`src/sv/cdp_pkg.sv`:
```
// Types and constants of the checked decimal parser.
`default_nettype none

package cdp_pkg;

    localparam int unsigned CFG_IDX_W  = 3;
    localparam int unsigned ADDR_W     = 32;
    localparam int unsigned MAG_W      = 31;

    // Register indexes of the configuration port
    localparam logic [CFG_IDX_W-1:0] REG_CODE_LO = 3'd0;
    localparam logic [CFG_IDX_W-1:0] REG_CODE_HI = 3'd1;
    localparam logic [CFG_IDX_W-1:0] REG_DATA_LO = 3'd2;
    localparam logic [CFG_IDX_W-1:0] REG_DATA_HI = 3'd3;
    localparam logic [CFG_IDX_W-1:0] REG_HEAP_LO = 3'd4;

    localparam logic [ADDR_W-1:0] HEAP_BYTES = 32'd4096;
    localparam logic [MAG_W-1:0]  CLAMP_MAX  = 31'h7FFF_FFFF;

    localparam logic [7:0] CHAR_MINUS = 8'h2D;
    localparam logic [7:0] CHAR_PLUS  = 8'h2B;
    localparam logic [7:0] CHAR_ZERO  = 8'h30;
    localparam logic [7:0] CHAR_NINE  = 8'h39;

    localparam int unsigned Q_DEPTH = 2;
    localparam int unsigned Q_PTR_W = (Q_DEPTH > 1) ? $clog2(Q_DEPTH) : 1;
    localparam int unsigned Q_CNT_W = $clog2(Q_DEPTH + 1);

    // Classified character handed from front to back
    typedef struct packed {
        logic       start;
        logic       addr_ok;
        logic       is_digit;
        logic       is_minus;
        logic       is_plus;
        logic [3:0] digit;
    } t_token;

endpackage

`default_nettype wire

```
`src/sv/cdp_in_if.sv`:
```
// Input channel: one character with its address per item.
`default_nettype none

interface cdp_in_if;
    logic        valid;
    logic        ready;
    logic        start_of_string;
    logic [7:0]  char_code;
    logic [31:0] byte_address;

    modport source (output valid, output start_of_string, output char_code,
                    output byte_address, input ready);
    modport sink   (input valid, input start_of_string, input char_code,
                    input byte_address, output ready);
endinterface

`default_nettype wire

```
`src/sv/cdp_out_if.sv`:
```
// Output channel: one parsed value per item.
`default_nettype none

interface cdp_out_if;
    logic               valid;
    logic               ready;
    logic signed [31:0] parsed_value;

    modport source (output valid, output parsed_value, input ready);
    modport sink   (input valid, input parsed_value, output ready);
endinterface

`default_nettype wire

```
`src/sv/checked_decimal_parser.sv`:
```
// Top level of the checked decimal parser.
//
//  channel   dir  handshake          payload
//  i_item    in   valid / ready      start_of_string, char_code, byte_address
//  o_result  out  valid / ready      parsed_value
//  i_cfg_*   in   i_cfg_we only      i_cfg_idx, i_cfg_data
//
// One item per cycle sustained while results are taken; the front takes an
// item whenever the two-entry token queue has room.
// The item that ends the parse is registered in the token queue, and its
// result is then registered in the output register.
// The back advances only when the output register is empty or being taken,
// so an output stall fills the queue and then drops i_item.ready.
// Reset (i_rst_n low, synchronous) clears windows, parse state, queue and output valid.
`default_nettype none

module checked_decimal_parser (
    input  wire logic                          i_clk,
    input  wire logic                          i_rst_n,
    input  wire logic                          i_cfg_we,
    input  wire logic [cdp_pkg::CFG_IDX_W-1:0] i_cfg_idx,
    input  wire logic [31:0]                   i_cfg_data,
    cdp_in_if.sink                             i_item,
    cdp_out_if.source                          o_result
);

    cdp_pkg::t_token front_token, queue_token;
    logic            push, full, queue_valid, pop;

    // classify each character and check its address against the windows
    cdp_front u_front (
        .i_clk      (i_clk),
        .i_rst_n    (i_rst_n),
        .i_cfg_we   (i_cfg_we),
        .i_cfg_idx  (i_cfg_idx),
        .i_cfg_data (i_cfg_data),
        .i_item     (i_item),
        .i_full     (full),
        .o_push     (push),
        .o_token    (front_token)
    );

    // decouples the front from output back-pressure
    cdp_queue u_queue (
        .i_clk   (i_clk),
        .i_rst_n (i_rst_n),
        .i_push  (push),
        .i_token (front_token),
        .o_full  (full),
        .o_valid (queue_valid),
        .i_pop   (pop),
        .o_token (queue_token)
    );

    // sign, magnitude accumulate with clamp, emit on end of parse
    cdp_back u_back (
        .i_clk    (i_clk),
        .i_rst_n  (i_rst_n),
        .i_valid  (queue_valid),
        .i_token  (queue_token),
        .o_pop    (pop),
        .o_result (o_result)
    );

endmodule

`default_nettype wire

```
`src/sv/cdp_front.sv`:
```
// Front end: window registers, address check and character classification.
`default_nettype none

module cdp_front (
    input  wire logic                          i_clk,
    input  wire logic                          i_rst_n,
    input  wire logic                          i_cfg_we,
    input  wire logic [cdp_pkg::CFG_IDX_W-1:0] i_cfg_idx,
    input  wire logic [31:0]                   i_cfg_data,
    cdp_in_if.sink                             i_item,
    input  wire logic                          i_full,
    output logic                               o_push,
    output cdp_pkg::t_token                    o_token
);

    logic [31:0] r_code_lo, r_code_hi, r_data_lo, r_data_hi, r_heap_lo;
    logic [31:0] heap_hi;
    logic        addr_ok;

    // Empty when hi == lo; bounds compare with wrapping hi - 1
    function automatic logic in_window(input logic [31:0] a, input logic [31:0] lo,
                                       input logic [31:0] hi);
        logic [31:0] hi_m1;
        hi_m1 = hi - 32'd1;
        return (hi != lo) && (a >= lo) && (a <= hi_m1);
    endfunction

    always_ff @(posedge i_clk) begin
        if (!i_rst_n) begin
            r_code_lo <= '0;
            r_code_hi <= '0;
            r_data_lo <= '0;
            r_data_hi <= '0;
            r_heap_lo <= '0;
        end else if (i_cfg_we) begin
            unique case (i_cfg_idx)
                cdp_pkg::REG_CODE_LO: r_code_lo <= i_cfg_data;
                cdp_pkg::REG_CODE_HI: r_code_hi <= i_cfg_data;
                cdp_pkg::REG_DATA_LO: r_data_lo <= i_cfg_data;
                cdp_pkg::REG_DATA_HI: r_data_hi <= i_cfg_data;
                cdp_pkg::REG_HEAP_LO: r_heap_lo <= i_cfg_data;
                default: ;
            endcase
        end
    end

    assign heap_hi = r_heap_lo + cdp_pkg::HEAP_BYTES;
    assign addr_ok = in_window(i_item.byte_address, r_code_lo, r_code_hi)
                  || in_window(i_item.byte_address, r_data_lo, r_data_hi)
                  || in_window(i_item.byte_address, r_heap_lo, heap_hi);

    assign i_item.ready = !i_full;
    assign o_push       = i_item.valid && !i_full;

    always_comb begin
        o_token.start    = i_item.start_of_string;
        o_token.addr_ok  = addr_ok;
        o_token.is_digit = (i_item.char_code >= cdp_pkg::CHAR_ZERO)
                        && (i_item.char_code <= cdp_pkg::CHAR_NINE);
        o_token.is_minus = (i_item.char_code == cdp_pkg::CHAR_MINUS);
        o_token.is_plus  = (i_item.char_code == cdp_pkg::CHAR_PLUS);
        o_token.digit    = 4'(i_item.char_code - cdp_pkg::CHAR_ZERO);
    end

endmodule

`default_nettype wire

```
`src/sv/cdp_queue.sv`:
```
// Short token queue between front and back.
`default_nettype none

module cdp_queue (
    input  wire logic      i_clk,
    input  wire logic      i_rst_n,
    input  wire logic      i_push,
    input  wire cdp_pkg::t_token i_token,
    output logic           o_full,
    output logic           o_valid,
    input  wire logic      i_pop,
    output cdp_pkg::t_token o_token
);

    cdp_pkg::t_token                 r_mem [cdp_pkg::Q_DEPTH];
    logic [cdp_pkg::Q_PTR_W-1:0]     r_wr_ptr, r_rd_ptr, n_wr_ptr, n_rd_ptr;
    logic [cdp_pkg::Q_CNT_W-1:0]     r_count, n_count;
    logic                            do_push, do_pop;

    localparam logic [cdp_pkg::Q_PTR_W-1:0] LAST = cdp_pkg::Q_PTR_W'(cdp_pkg::Q_DEPTH - 1);
    localparam logic [cdp_pkg::Q_CNT_W-1:0] FULL = cdp_pkg::Q_CNT_W'(cdp_pkg::Q_DEPTH);

    assign o_full  = (r_count == FULL);
    assign o_valid = (r_count != '0);
    assign o_token = r_mem[r_rd_ptr];
    assign do_push = i_push && !o_full;
    assign do_pop  = i_pop && o_valid;

    always_comb begin
        n_wr_ptr = r_wr_ptr;
        n_rd_ptr = r_rd_ptr;
        n_count  = r_count;
        if (do_push) begin
            n_wr_ptr = (r_wr_ptr == LAST) ? '0 : r_wr_ptr + 1'b1;
        end
        if (do_pop) begin
            n_rd_ptr = (r_rd_ptr == LAST) ? '0 : r_rd_ptr + 1'b1;
        end
        if (do_push && !do_pop) begin
            n_count = r_count + 1'b1;
        end else if (do_pop && !do_push) begin
            n_count = r_count - 1'b1;
        end
    end

    always_ff @(posedge i_clk) begin
        if (!i_rst_n) begin
            r_wr_ptr <= '0;
            r_rd_ptr <= '0;
            r_count  <= '0;
        end else begin
            r_wr_ptr <= n_wr_ptr;
            r_rd_ptr <= n_rd_ptr;
            r_count  <= n_count;
        end
    end

    always_ff @(posedge i_clk) begin
        if (do_push) begin
            r_mem[r_wr_ptr] <= i_token;
        end
    end

endmodule

`default_nettype wire

```
`src/sv/cdp_back.sv`:
```
// Back end: parse state, digit accumulate with clamp, output register.
`default_nettype none

module cdp_back (
    input  wire logic       i_clk,
    input  wire logic       i_rst_n,
    input  wire logic       i_valid,
    input  wire cdp_pkg::t_token i_token,
    output logic            o_pop,
    cdp_out_if.source       o_result
);

    logic                        r_active, r_first, r_neg;
    logic                        n_active, n_first, n_neg;
    logic [cdp_pkg::MAG_W-1:0]   r_mag, n_mag;
    logic                        r_out_valid;
    logic signed [31:0]          r_out_value;

    logic                        eff_active, eff_first, eff_neg;
    logic [cdp_pkg::MAG_W-1:0]   eff_mag, emit_mag;
    logic [34:0]                 acc;
    logic                        emit;
    logic [31:0]                 mag_ext;

    // A start token restarts the parse before it is judged
    assign eff_active = i_token.start || r_active;
    assign eff_first  = i_token.start || r_first;
    assign eff_neg    = i_token.start ? 1'b0 : r_neg;
    assign eff_mag    = i_token.start ? '0 : r_mag;

    // mag * 10 + digit as shift-add
    assign acc = ({4'b0, eff_mag} << 3) + ({4'b0, eff_mag} << 1) + 35'(i_token.digit);

    assign o_pop = i_valid && (!r_out_valid || o_result.ready);

    always_comb begin
        n_active = r_active;
        n_first  = r_first;
        n_neg    = r_neg;
        n_mag    = r_mag;
        emit     = 1'b0;
        emit_mag = eff_mag;
        if (o_pop) begin
            n_active = eff_active;
            n_first  = eff_first;
            n_neg    = eff_neg;
            n_mag    = eff_mag;
            if (eff_active) begin
                if (!i_token.addr_ok) begin
                    emit = 1'b1;
                end else if (eff_first && (i_token.is_minus || i_token.is_plus)) begin
                    n_first = 1'b0;
                    n_neg   = i_token.is_minus;
                end else if (!i_token.is_digit) begin
                    emit = 1'b1;
                end else if (acc > 35'(cdp_pkg::CLAMP_MAX)) begin
                    n_mag    = cdp_pkg::CLAMP_MAX;
                    emit_mag = cdp_pkg::CLAMP_MAX;
                    emit     = 1'b1;
                end else begin
                    n_mag   = acc[cdp_pkg::MAG_W-1:0];
                    n_first = 1'b0;
                end
                if (emit) begin
                    n_active = 1'b0;
                    n_first  = 1'b0;
                end
            end
        end
    end

    assign mag_ext = {1'b0, emit_mag};

    always_ff @(posedge i_clk) begin
        if (!i_rst_n) begin
            r_active    <= 1'b0;
            r_first     <= 1'b0;
            r_neg       <= 1'b0;
            r_mag       <= '0;
            r_out_valid <= 1'b0;
        end else begin
            r_active <= n_active;
            r_first  <= n_first;
            r_neg    <= n_neg;
            r_mag    <= n_mag;
            if (o_pop && emit) begin
                r_out_valid <= 1'b1;
            end else if (o_result.ready) begin
                r_out_valid <= 1'b0;
            end
        end
    end

    always_ff @(posedge i_clk) begin
        if (o_pop && emit) begin
            r_out_value <= eff_neg ? $signed(32'd0 - mag_ext) : $signed(mag_ext);
        end
    end

    assign o_result.valid        = r_out_valid;
    assign o_result.parsed_value = r_out_value;

endmodule

`default_nettype wire

```
`src/flat_wrapper.sv`:
```
// flat-port wrapper written by rule: the top's interface ports become plain ports
module checked_decimal_parser_flat 
  (i_clk, i_rst_n, i_cfg_we, i_cfg_idx, i_cfg_data, i_item_valid, i_item_start_of_string, i_item_char_code, i_item_byte_address, i_item_ready, o_result_valid, o_result_parsed_value, o_result_ready);
  cdp_in_if i_item_i ();
  cdp_out_if o_result_i ();
  input  wire logic i_clk;
  input  wire logic i_rst_n;
  input  wire logic i_cfg_we;
  input  wire logic [cdp_pkg::CFG_IDX_W-1:0] i_cfg_idx;
  input  wire logic [31:0] i_cfg_data;
  input wire logic [$bits(i_item_i.valid)-1:0] i_item_valid;
  input wire logic [$bits(i_item_i.start_of_string)-1:0] i_item_start_of_string;
  input wire logic [$bits(i_item_i.char_code)-1:0] i_item_char_code;
  input wire logic [$bits(i_item_i.byte_address)-1:0] i_item_byte_address;
  output wire logic [$bits(i_item_i.ready)-1:0] i_item_ready;
  output wire logic [$bits(o_result_i.valid)-1:0] o_result_valid;
  output wire logic [$bits(o_result_i.parsed_value)-1:0] o_result_parsed_value;
  input wire logic [$bits(o_result_i.ready)-1:0] o_result_ready;
  assign i_item_i.valid = i_item_valid;
  assign i_item_i.start_of_string = i_item_start_of_string;
  assign i_item_i.char_code = i_item_char_code;
  assign i_item_i.byte_address = i_item_byte_address;
  assign i_item_ready = i_item_i.ready;
  assign o_result_valid = o_result_i.valid;
  assign o_result_parsed_value = o_result_i.parsed_value;
  assign o_result_i.ready = o_result_ready;
  checked_decimal_parser u_core (.i_clk(i_clk), .i_rst_n(i_rst_n), .i_cfg_we(i_cfg_we), .i_cfg_idx(i_cfg_idx), .i_cfg_data(i_cfg_data), .i_item(i_item_i), .o_result(o_result_i));
endmodule
```
`config.mk`:
```
export PLATFORM = sky130hd
export DESIGN_NAME = checked_decimal_parser_flat
export DESIGN_NICKNAME = d
export VERILOG_FILES = /design/src/sv/cdp_pkg.sv /design/src/sv/cdp_in_if.sv /design/src/sv/cdp_out_if.sv /design/src/sv/checked_decimal_parser.sv /design/src/sv/cdp_front.sv /design/src/sv/cdp_queue.sv /design/src/sv/cdp_back.sv /design/src/flat_wrapper.sv
export SDC_FILE = /design/constraint.sdc
export NUM_CORES = 1
export LEC_CHECK = 0
export ABC_AREA = 1
export BUFFER_PORTS_ARGS = -buffer_cell sky130_fd_sc_hd__buf_4
export CORE_MARGIN = 2
export CORE_UTILIZATION = 38
export CTS_BUF_LIST = sky130_fd_sc_hd__clkbuf_8
export CTS_CLUSTER_DIAMETER = 200
export DETAILED_ROUTE_END_ITERATION = 10
export GPL_ROUTABILITY_DRIVEN = 0
export GPL_TIMING_DRIVEN = 0
export SLEW_MARGIN = 20
export SYNTH_ARGS = -nofsm -noshare
export SYNTH_HDL_FRONTEND = slang
export SYNTH_SLANG_ARGS = --single-unit
```
`constraint.sdc`:
```
create_clock -name i_clk -period 12.5 [get_ports i_clk]
set_input_delay 0.625 -clock i_clk [delete_from_list [all_inputs] [get_ports i_clk]]
set_output_delay 0.625 -clock i_clk [all_outputs]
set_load 0.01 [all_outputs]
```
==> metrics.md, run 1 <==
| Metric | Value |
|---|---|
| Final setup viols | 0 |
| Drt initial violations | roughly 1300 |
| Setup TNS | 0 ns |
| Most common cell on crit path | nand2_1 |
| CP Data Required Time | 12.90 ns |
| WL/cell | about 17 µm |
| Post-synthesis sequential element count | between 200 and 300 |
| Commonest cells after routing, fill and taps aside | nand2_1, inv_1, a21oi_1, ha_1, nor2_1 |
| CTS root buf | clkbuf_8 |
| Maximum clock insertion buffer count | 3 |
| Total chip power | 2.92 mW |
| Crit-path slowest cell | clkbuf_1 |
| Synth Flop Type | dfxtp_1 |
| Final min period | 6.33 ns |
| Pin count of the biggest net entering global routing | 32 |
| Total clock buffers created by CTS | 47 |
| CP Launch Type | flop |
| Post-synth cell types | 56 |
| Final WL | 62.1 mm |
| Commonest non-fill, non-tap cell in the layout | nand2_1 |
| Post-Synthesis Cells | 2749 |
| Final HPWL DP | about 50 mm |
| Post-CTS Hold Fix Bufs | 0 |
| RSZ-0062 raised after global routing | no |
| Clock Latency Late Sink | roughly 0.7 ns |
| Post-Syn Nets | between 3000 and 4000 |
| Max Freq | roughly 160 MHz |
| Final net count | between 3000 and 4000 |
| Worst Setup End Kind | flop |
| CTS sink count | 250 |
| Die area | about 54000 µm² |
| Final Cycle Share | slightly above 50% |
| Ys async rst share | 0% |
| Vias in the first global route | about 19000 |
| Max-Slew Margin vs Limit | about 45% |
| Seq/Total Area, Yosys | about 28% |
| Die height | about 230 µm |
| Starting Density | a little under 40% |
| Final Max Slew Viols | 0 |
| PwrDens | 129 nW/µm² |
| CORE AREA | 51500 µm² |
| Hold Crit Class | primary input to flop |
| Final ANT Viol Nets | 0 |
| Post-synth EDFFs | 50 |
| Worst VDD drop | 0.105 mV |
| Mapped cell area | just under 20000 µm² |
| WS Path Type | flop to flop |
| Gr usage total | between 20% and 30% |
| Layout Cells excl Fill | 3626 |
| First-pass GRT wire length | a little under 100 mm |
| Via count | 19400 |
| IO Count | ~120 |
| Max cap viols | 0 |
| GRT overflow | 0 |
| Post-CTS sizing | 0 |
| Post-CTS Setup Inserts | 0 |
| Status | finished clean |
| Syn avg cell area | 7.23 µm² |
| Final WS setup | about 6.2 ns |
| Clock transition at path regs | ~0.060 ns |
| Clock skew | ~0.077 ns |
| Delay-heaviest family, CP | simple AND/OR/NAND/NOR gates |
| Crit path buf inv count | 11 |
| # rows | 83 |
| Drt pass-1 iters | 6 |
| Chip Width | 233 µm |
| WP data arrival | about 6.7 ns |
| Drt via density | 5.35 |
| Drt drc | 0 |
| Crit Path Max Fanout | 10 |
| Crit path largest cell delay | between 0.4 and 0.5 ns |
| Synth warnings | 0 |
| PortBufs | 113 |
| Initial antenna violation count | 0 |
| Lkg Pwr | around 11 nW |
| Dpl cells | around 3500 |
| Fraction of layout cells with a size suffix above 1 | around 8% |
| Synth-to-layout area growth | 13.7% |
| Dpl ws | 6.21 ns |
| CTS tree | built |
| Final hold violation count | 0 |
| Worst-Margin Slew | roughly 0.8 ns |
| Fin Hold WS | roughly 0.17 ns |
| Htree depth | 2 |
| N_diodes | 0 |
[final timing paths]
path                          startpoint                                 endpoint  slack [ns]  depth (start not counted)
setup / recovery                    flop  u_core.u_back.o_result.parsed_value[24]        6.17                         34
hold / removal    i_item_start_of_string               u_core.u_queue.r_mem[0][8]        0.17                          1
setup reg to reg                    flop  u_core.u_back.o_result.parsed_value[24]        6.17                         34
hold reg to reg    u_core.u_back.r_first                    u_core.u_back.r_first        0.43                          2
[registers in the layout, summed over array words and instances, names as in the netlist, 2 cells and up, named ones only]
register	flops
u_core.u_front.r_data_hi	32
u_core.u_front.r_code_hi	32
u_core.u_front.r_data_lo	32
u_core.u_back.r_mag	31
u_core.u_queue.r_count	2
u_core.u_front.r_heap_lo	32
u_core.u_back.o_result.parsed_value	32
u_core.u_queue.r_mem	18
u_core.u_front.r_code_lo	32
[cells in the mapped netlist (20+ instances only)]
| cell | number | share of area, % |
|---|---|---|
| nand2_1 | 476 | 9.0 |
| inv_1 | 348 | 6.6 |
| a21oi_1 | 298 | 7.5 |
| ha_1 | 261 | 16 |
| nor2_1 | 259 | 4.9 |
| o21ai_0 | 202 | 5.1 |
| dfxtp_1 | 200 | 20 |
| xor2_1 | 117 | 5.2 |
| nand3_1 | 99 | 2.5 |
| xnor2_1 | 77 | 3.4 |
| clkbuf_1 | 72 | 1.4 |
| nand4_1 | 57 | 1.8 |
| edfxtp_1 | 50 | 7.6 |
| nor3_1 | 37 | 0.93 |
| o221ai_1 | 30 | 1.3 |
| nor4_1 | 20 | 0.63 |
[stage by stage]
step                      cell area (µm²)  utilization (%)
final                               22600             43.9
after global placement              21600             41.9
after detailed placement            21600             41.9
after global routing                22600             43.9
after floorplan                     19900                -
after CTS                           22600             43.9
[metal layers]
metal  part of all wire (%)  up-vias  global-route usage, %
met5                      0        -                      0
met4                    4.2        0                   9.91
met3                    6.3      128                   3.66
met2                     46      614                   38.8
met1                     43     9041                   28.6
li1                       -     9600                      -
[power breakdown]
part	internal (mW)	total (mW)	leakage [nW]	switching, mW
Combinational	0.386	1.09	8.16	0.706
Clock	0.475	0.865	0.571	0.390
Sequential	0.924	0.964	2.10	0.0392
[final cells by class]
cell class | count | area, µm²
Timing Repair Buffer | 114 | 868
Tap cell | 680 | 851
Clock inverter | 27 | 230
Buffer | 80 | 343
Multi-Input combinational cell | 2057 | 12700
Inverter | 362 | 1360
Fill cell | 5385 | 28900
Sequential cell | 250 | 5510
Clock buffer | 56 | 771
[cells by family after synthesis]
family                   share of synthesized area (%)
AND/OR/NAND/NOR                                   21.9
AO/OA/AOI/OAI                                     16.6
buffers and inverters                             8.57
adder cells (fa/ha/maj)                           16.6
flip-flops                                        27.7
XOR/XNOR                                          8.55
multiplexers                                     0.101
Power figures use the tool's default switching activity.
==> run 2: changes to the inputs <==
Settings changed: ABC_AREA 1 to 0.
Clock period 12.5 ns to 5.07 ns, I/O delays scaled along.
==> metrics.md, run 2 <==
| Metric | Value |
|---|---|
| CP Launch Type | flop (unchanged) |
| Clock Latency Late Sink | 0.64 ns (was 0.70 ns) |
| Worst Setup End Kind | flop (unchanged) |
| Pin count of the biggest net entering global routing | 17 (was 32) |
| PortBufs | 114 (was 113) |
| Maximum clock insertion buffer count | 3 (unchanged) |
| Max-Slew Margin vs Limit | 38.5% (was 45.1%) |
| Final setup viols | 11 (was 0) |
| Syn avg cell area | 7.91 µm² (was 7.23 µm²) |
| Gr usage total | 23.4% (was 22.9%) |
| Initial antenna violation count | 0 (unchanged) |
| Final net count | 3064 (was 3256) |
| Htree depth | 2 (unchanged) |
| WHS Path Cells | 4 (was 1) |
| First-pass GRT wire length | 98.3 mm (was 98.0 mm) |
| Dpl ws | -1.47 ns (was 6.21 ns) |
| Die height | 231 µm (was 233 µm) |
| Lkg Pwr | 9.84 nW (was 10.8 nW) |
| Area contributors post-synth | dfxtp_1, ha_1, nand2_1 (unchanged) |
| WS Path Type | flop to flop (unchanged) |
| Final hold violation count | 0 (unchanged) |
| Post-synthesis sequential element count | 250 (unchanged) |
| Dpl cells | 3265 (was 3543) |
| Flop pwr share | 35.5% (was 33.0%) |
| Via count | 18700 (was 19400) |
| Drt initial violations | 1031 (was 1334) |
| IO Count | 115 (unchanged) |
| Post-synth EDFFs | 50 (unchanged) |
| GRT overflow | 0 (unchanged) |
| CP Data Required Time | 5.40 ns (was 12.90 ns) |
| Status | complete, but fails checks (was finished clean) |
| Chip Width | 231 µm (was 233 µm) |
| Commonest cells after routing, fill and taps aside | nand2_1, a21oi_1, ha_1, dfxtp_1, buf_4 (was nand2_1, inv_1, a21oi_1, ha_1, nor2_1) |
| Failing checks | negative setup slack |
| Drt drc | 0 (unchanged) |
| Final Max Slew Viols | 0 (unchanged) |
| Placed cell area | 21400 µm² (was 21600 µm²) |
| Synth Flop Type | dfxtp_1 (unchanged) |
| Post-Synthesis Cells | 2471 (was 2749) |
| Total clock buffers created by CTS | 47 (unchanged) |
| Layout Cells excl Fill | 3438 (was 3626) |
| CTS tree | built (unchanged) |
| Clock skew | 0.0547 ns (was 0.0774 ns) |
| N_diodes | 0 (unchanged) |
| Fillers | 5083 (was 5385) |
| Commonest non-fill, non-tap cell in the layout | nand2_1 (unchanged) |
| Max Freq | 183 MHz (was 158 MHz) |
| Vias in the first global route | 18500 (was 18900) |
| Clock transition at path regs | 0.06 ns (about the same) |
| Seq/Total Area, Yosys | 28.2% (was 27.7%) |
| Worst VDD drop | 0.173 mV (was 0.105 mV) |
| Hold Crit Class | primary input to flop (unchanged) |
| Synth area leader | dfxtp_1 (unchanged) |
| Top-count cell post-synth | nand2_1 (unchanged) |
| Fin Hold WS | 0.0619 ns (was 0.167 ns) |
| CTS root buf | clkbuf_8 (unchanged) |
| Pint | 4.33 mW (was 1.79 mW) |
| Comb pwr share | 33.3% (was 37.4%) |
| CORE AREA | 51100 µm² (was 51500 µm²) |
| WP data arrival | 5.80 ns (was 6.73 ns) |
| Post-synth cell types | 79 (was 56) |
| Final Cycle Share | 108% (was 50.7%) |
| Die area | 53300 µm² (was 54200 µm²) |
| Final core utilization | 46.2% (was 43.9%) |
| Reg2Reg Depth | 25 (was 34) |
| Ys async rst share | 0% (unchanged) |
| Drt via density | 5.43 (was 5.35) |
| Area share of the largest cell type after synthesis | 20.5% (was 20.1%) |
| Setup TNS | -2.61 ns (was 0 ns) |
| Max cap viols | 0 (unchanged) |
| Final ANT Viol Nets | 0 (unchanged) |
| Final min period | 5.47 ns (was 6.33 ns) |
| Total chip power | 6.60 mW (was 2.92 mW) |
| Final HPWL DP | 50.2 mm (was 50.6 mm) |
| RSZ-0062 raised after global routing | yes (was no) |
| Commonest cells in the netlist | nand2_1, a21oi_1, ha_1 (was nand2_1, inv_1, a21oi_1) |
| # rows | 83 (unchanged) |
| Synth-to-layout area growth | 20.8% (was 13.7%) |
| Fraction of layout cells with a size suffix above 1 | 13.6% (was 8.18%) |
| Final WS setup | -0.399 ns (was 6.17 ns) |
| Synth warnings | 0 (unchanged) |
| Drt pass-1 iters | 5 (was 6) |
| Crit Path Max Fanout | 7 (was 10) |
| Final Cell Area | 23600 µm² (was 22600 µm²) |
| Final WL | 63.4 mm (was 62.1 mm) |
| Post-Syn Nets | 2815 (was 3093) |
| Worst-Margin Slew | 0.919 ns (was 0.821 ns) |
| CTS sink count | 250 (unchanged) |
| PwrDens | 280 nW/µm² (was 129 nW/µm²) |
| WL/cell | 18.4 µm (was 17.1 µm) |
| Switching part of the total | 34.4% (was 38.9%) |
| Clk pwr share | 31.2% (was 29.6%) |
| Starting Density | 38.3% (was 38.6%) |
| Mapped cell area | 19500 µm² (was 19900 µm²) |
| P_sw | 2.27 mW (was 1.14 mW) |
-- run 2: worst max-delay path: stages, from the launching register on --
cell and delay, ns:
edfxtp_1 0.42, mux2i_4 0.29, clkbuf_8 0.21, clkbuf_16 0.14, clkbuf_16 0.14, clkbuf_16 0.14
nand2_8 0.05, fa_2 0.57, buf_6 0.10, fa_2 0.22, nor2b_2 0.05, o31a_1 0.33
o211a_1 0.26, a211oi_4 0.30, o21ai_2 0.13, xnor2_4 0.17, o31ai_4 0.27, buf_6 0.17
nand2_4 0.06, inv_4 0.06, ha_2 0.19, nand4_1 0.17, nor2_2 0.21, nand4b_1 0.16
a221oi_2 0.27, a311oi_1 0.09
-- run 2: area by class of cell --
class / instances / area, µm² / share of cell area (%)
timing repair buffer: 201 / 1660 / 7.04
buffer: 109 / 551 / 2.33
clock inverter: 27 / 153 / 0.647
multi-input combinational: 1964 / 13500 / 57.2
sequential: 250 / 5510 / 23.3
inverter: 147 / 554 / 2.35
clock buffer: 60 / 826 / 3.50
tap: 680 / 851 / 3.60
-- run 2: final timing paths --
path | startpoint | end | slack [ns]
min | i_item_valid | u_core.u_queue.r_wr_ptr | 0.06
max reg2reg | u_core.u_queue.r_mem[0][8] | u_core.u_back.o_result.parsed_value[26] | -0.40
min reg2reg | u_core.u_back.r_mag[18] | u_core.u_back.r_mag[18] | 0.46
max | u_core.u_queue.r_mem[0][8] | u_core.u_back.o_result.parsed_value[26] | -0.40
-- run 2: kinds of logic after synthesis --
logic type      Yosys count  synth area share, %
flops                   250                 28.2
compound gates          604                 18.8
xor+xnor                200                 8.96
fa+ha+maj               263                 16.9
mux                      16                0.858
simple gates            880                 21.0
buf+inv                 258                 5.23
-- run 2: what timing repair did --
action | CTS | global route
endpoints found under the hold margin | 180 | 0
gates cloned | 2 | 0
gates resized for setup | 60 | 61
buffers inserted | 42 | 9
hold buffers | 39 | 0
setup endpoints to repair | 90 | 55
pin swaps | 29 | 32
-- run 2: routing by layer --
| layer | up-vias | routed length, µm | global-route usage (%) |
|---|---|---|---|
| met2 | 507 | 30200 | 41.0 |
| met3 | 148 | 2840 | 2.80 |
| met5 | - | 0 | 0 |
| li1 | 9260 | - | - |
| met4 | 0 | 2980 | 10.7 |
| met1 | 8747 | 27300 | 28.6 |
-- run 2: power by group through the flow --
stage / Clock [mW] / Sequential, mW / Combinational [mW]
6_report: 2.06 / 2.34 / 2.20
4_1_cts: 2.10 / 2.34 / 2.13
3_3_place_gp: 0 / 2.38 / 1.88
5_1_grt: 2.18 / 2.36 / 2.43
3_5_place_dp: 0 / 2.38 / 1.93
2_1_floorplan: 0 / 2.42 / 1.24
==> run 3: changes to the inputs <==
Settings changed: GPL_TIMING_DRIVEN 0 to unset.
Clock period 5.07 ns to 5.3 ns, I/O delays scaled along.
==> metrics.md, run 3 (synthesis gave the netlist of run 2 again) <==
| Metric | Value |
|---|---|
| Status | finished clean (was complete, but fails checks) |
| Via count | 18200 (was 18700) |
| Switching part of the total | 34.5% (was 34.4%) |
| Final hold violation count | 0 (unchanged) |
| Drt initial violations | 1073 (was 1031) |
| PwrDens | 273 nW/µm² (was 280 nW/µm²) |
| Final net count | 2960 (was 3064) |
| Drt pass-1 iters | 8 (was 5) |
| Final WS setup | 0.139 ns (was -0.399 ns) |
| Starting Density | 38.3% (unchanged) |
| IO Count | 115 (unchanged) |
| Max Freq | 194 MHz (was 183 MHz) |
| Clock Latency Late Sink | 0.63 ns (was 0.64 ns) |
| Maximum clock insertion buffer count | 3 (unchanged) |
| Dpl ws | 0.0428 ns (was -1.47 ns) |
| RSZ-0062 raised after global routing | yes (unchanged) |
| Crit Path Max Fanout | 7 (unchanged) |
| Gr usage total | 21.6% (was 23.4%) |
| Max cap viols | 0 (unchanged) |
| Final setup viols | 0 (was 11) |
| Hold Crit Class | primary input to flop (unchanged) |
| Worst-Margin Slew | 1.02 ns (was 0.919 ns) |
| CTS tree | built (unchanged) |
| Total clock buffers created by CTS | 49 (was 47) |
| Comb pwr share | 31.4% (was 33.3%) |
| Die area | 53300 µm² (unchanged) |
| Flop pwr share | 35.7% (was 35.5%) |
| WP data arrival | 5.62 ns (was 5.80 ns) |
| Max-Slew Margin vs Limit | 31.8% (was 38.5%) |
| Die height | 231 µm (unchanged) |
| CP Data Required Time | 5.76 ns (was 5.40 ns) |
| Clock skew | 0.0318 ns (was 0.0547 ns) |
| Worst Setup End Kind | flop (unchanged) |
| First-pass GRT wire length | 92.5 mm (was 98.3 mm) |
| Clock transition at path regs | 0.06 ns (about the same) |
| Synth-to-layout area growth | 18.1% (was 20.8%) |
| Htree depth | 2 (unchanged) |
| Setup TNS | 0 ns (was -2.61 ns) |
| Final min period | 5.16 ns (was 5.47 ns) |
| Final ANT Viol Nets | 0 (unchanged) |
| Pin count of the biggest net entering global routing | 124 (was 17) |
| Commonest non-fill, non-tap cell in the layout | nand2_1 (unchanged) |
| Initial antenna violation count | 0 (unchanged) |
| Fraction of layout cells with a size suffix above 1 | 13.5% (was 13.6%) |
| Final Max Slew Viols | 0 (unchanged) |
| Drt drc | 0 (unchanged) |
| WS Path Type | flop to flop (unchanged) |
| Pint | 4.14 mW (was 4.33 mW) |
| Worst VDD drop | 0.202 mV (was 0.173 mV) |
| CTS root buf | clkbuf_8 (unchanged) |
| Final Cycle Share | 97.4% (was 108%) |
| CP Launch Type | flop (unchanged) |
| Final WL | 59.4 mm (was 63.4 mm) |
| # rows | 83 (unchanged) |
| P_sw | 2.18 mW (was 2.27 mW) |
| Final HPWL DP | 45.2 mm (was 50.2 mm) |
| GRT overflow | 0 (unchanged) |
| WL/cell | 17.8 µm (was 18.4 µm) |
| Commonest cells after routing, fill and taps aside | nand2_1, a21oi_1, ha_1, dfxtp_1, buf_4 (unchanged) |
| PortBufs | 114 (unchanged) |
| Drt via density | 5.46 (was 5.43) |
| Lkg Pwr | 9.55 nW (was 9.84 nW) |
| CORE AREA | 51100 µm² (unchanged) |
| Vias in the first global route | 17600 (was 18500) |
| Clk pwr share | 32.9% (was 31.2%) |
| Chip Width | 231 µm (unchanged) |
| CTS sink count | 250 (unchanged) |
run 3: changes by cell type in the layout (fill, tap and decap cells not counted), sizes merged:
cell,change
clkinvlp,-1
buf,-16
diode,+1
clkinv,+4
bufinv,+2
clkbuf,-93
inv,+3
or2,-1
dlygate4sd3,+1
run 3: worst paths after layout:
check                           cells past startpoint                  startpoint  slack (ns)                                 endpoint
worst max-delay path                               22  u_core.u_queue.r_mem[0][8]        0.14  u_core.u_back.o_result.parsed_value[26]
worst min-delay path                                3              o_result_ready        0.06             u_core.u_back.o_result.valid
worst max register to register                     22  u_core.u_queue.r_mem[0][8]        0.14  u_core.u_back.o_result.parsed_value[26]
worst min register to register                      2     u_core.u_back.r_mag[27]        0.46                  u_core.u_back.r_mag[27]
run 3: cell type report:
cell class	count	area (µm²)
multi-input cells	1963	13400
flip-flops and latches	250	5510
clock inverters	35	262
diodes	1	2.50
fillers	5140	28000
inverters	147	557
repair buffers	205	1720
well taps	680	851
clock buffers	57	785
run 3: worst max-delay path: stages (launching register included):
cell and delay (ns):
edfxtp_1 0.43, mux2i_4 0.19, buf_12 0.15, buf_12 0.14
nand2_2 0.09, inv_2 0.09, ha_1 0.26, ha_4 0.26
a21o_1 0.19, or3b_1 0.37, a2bb2oi_1 0.15, a221o_1 0.35
a41oi_2 0.17, mux2_4 0.35, nor3_4 0.24, nor2_2 0.07
nor2_2 0.18, ha_2 0.22, nand4_1 0.22, nor2_2 0.24
nand4b_1 0.17, buf_4 0.18, a311oi_1 0.24
run 3: stage by stage:
stage          utilization (%)  instance area [µm²]  power [mW]  cells  hold WS (ns)
2_1_floorplan                -                19700        3.50   2471         0.364
3_3_place_gp              41.4                21200        4.07   3187         0.445
3_5_place_dp              41.4                21200        4.12   3187         0.449
4_1_cts                   44.3                22600        6.23   3319        0.0184
5_1_grt                   45.2                23100        6.67   3337        0.0624
6_report                  45.2                23100        6.31   3338        0.0614
run 3: power by group through the flow:
stage          logic (mW)  clock network, mW  registers (mW)
6_report             1.98               2.08            2.25
5_1_grt              2.18               2.21            2.27
3_3_place_gp         1.78                  0            2.29
2_1_floorplan        1.19                  0            2.31
3_5_place_dp         1.82                  0            2.29
4_1_cts              1.86               2.12            2.25
run 3: layer usage:
| metal | share of wire (%) | track usage (%) | vias up |
|---|---|---|---|
| met4 | 4.3 | 8.85 | 0 |
| met1 | 44 | 27.3 | 8501 |
| met3 | 4.8 | 2.82 | 145 |
| li1 | - | - | 9055 |
| met5 | 0 | 0 | - |
| met2 | 47 | 36.9 | 535 |
run 3: what timing repair did:
item                                    4_1_cts  5_1_grt
hold buffers                                 40        0
endpoints found under the setup margin        0        9
gates resized for setup                       0       74
setup buffers                                 0       14
hold endpoints to repair                    181        0
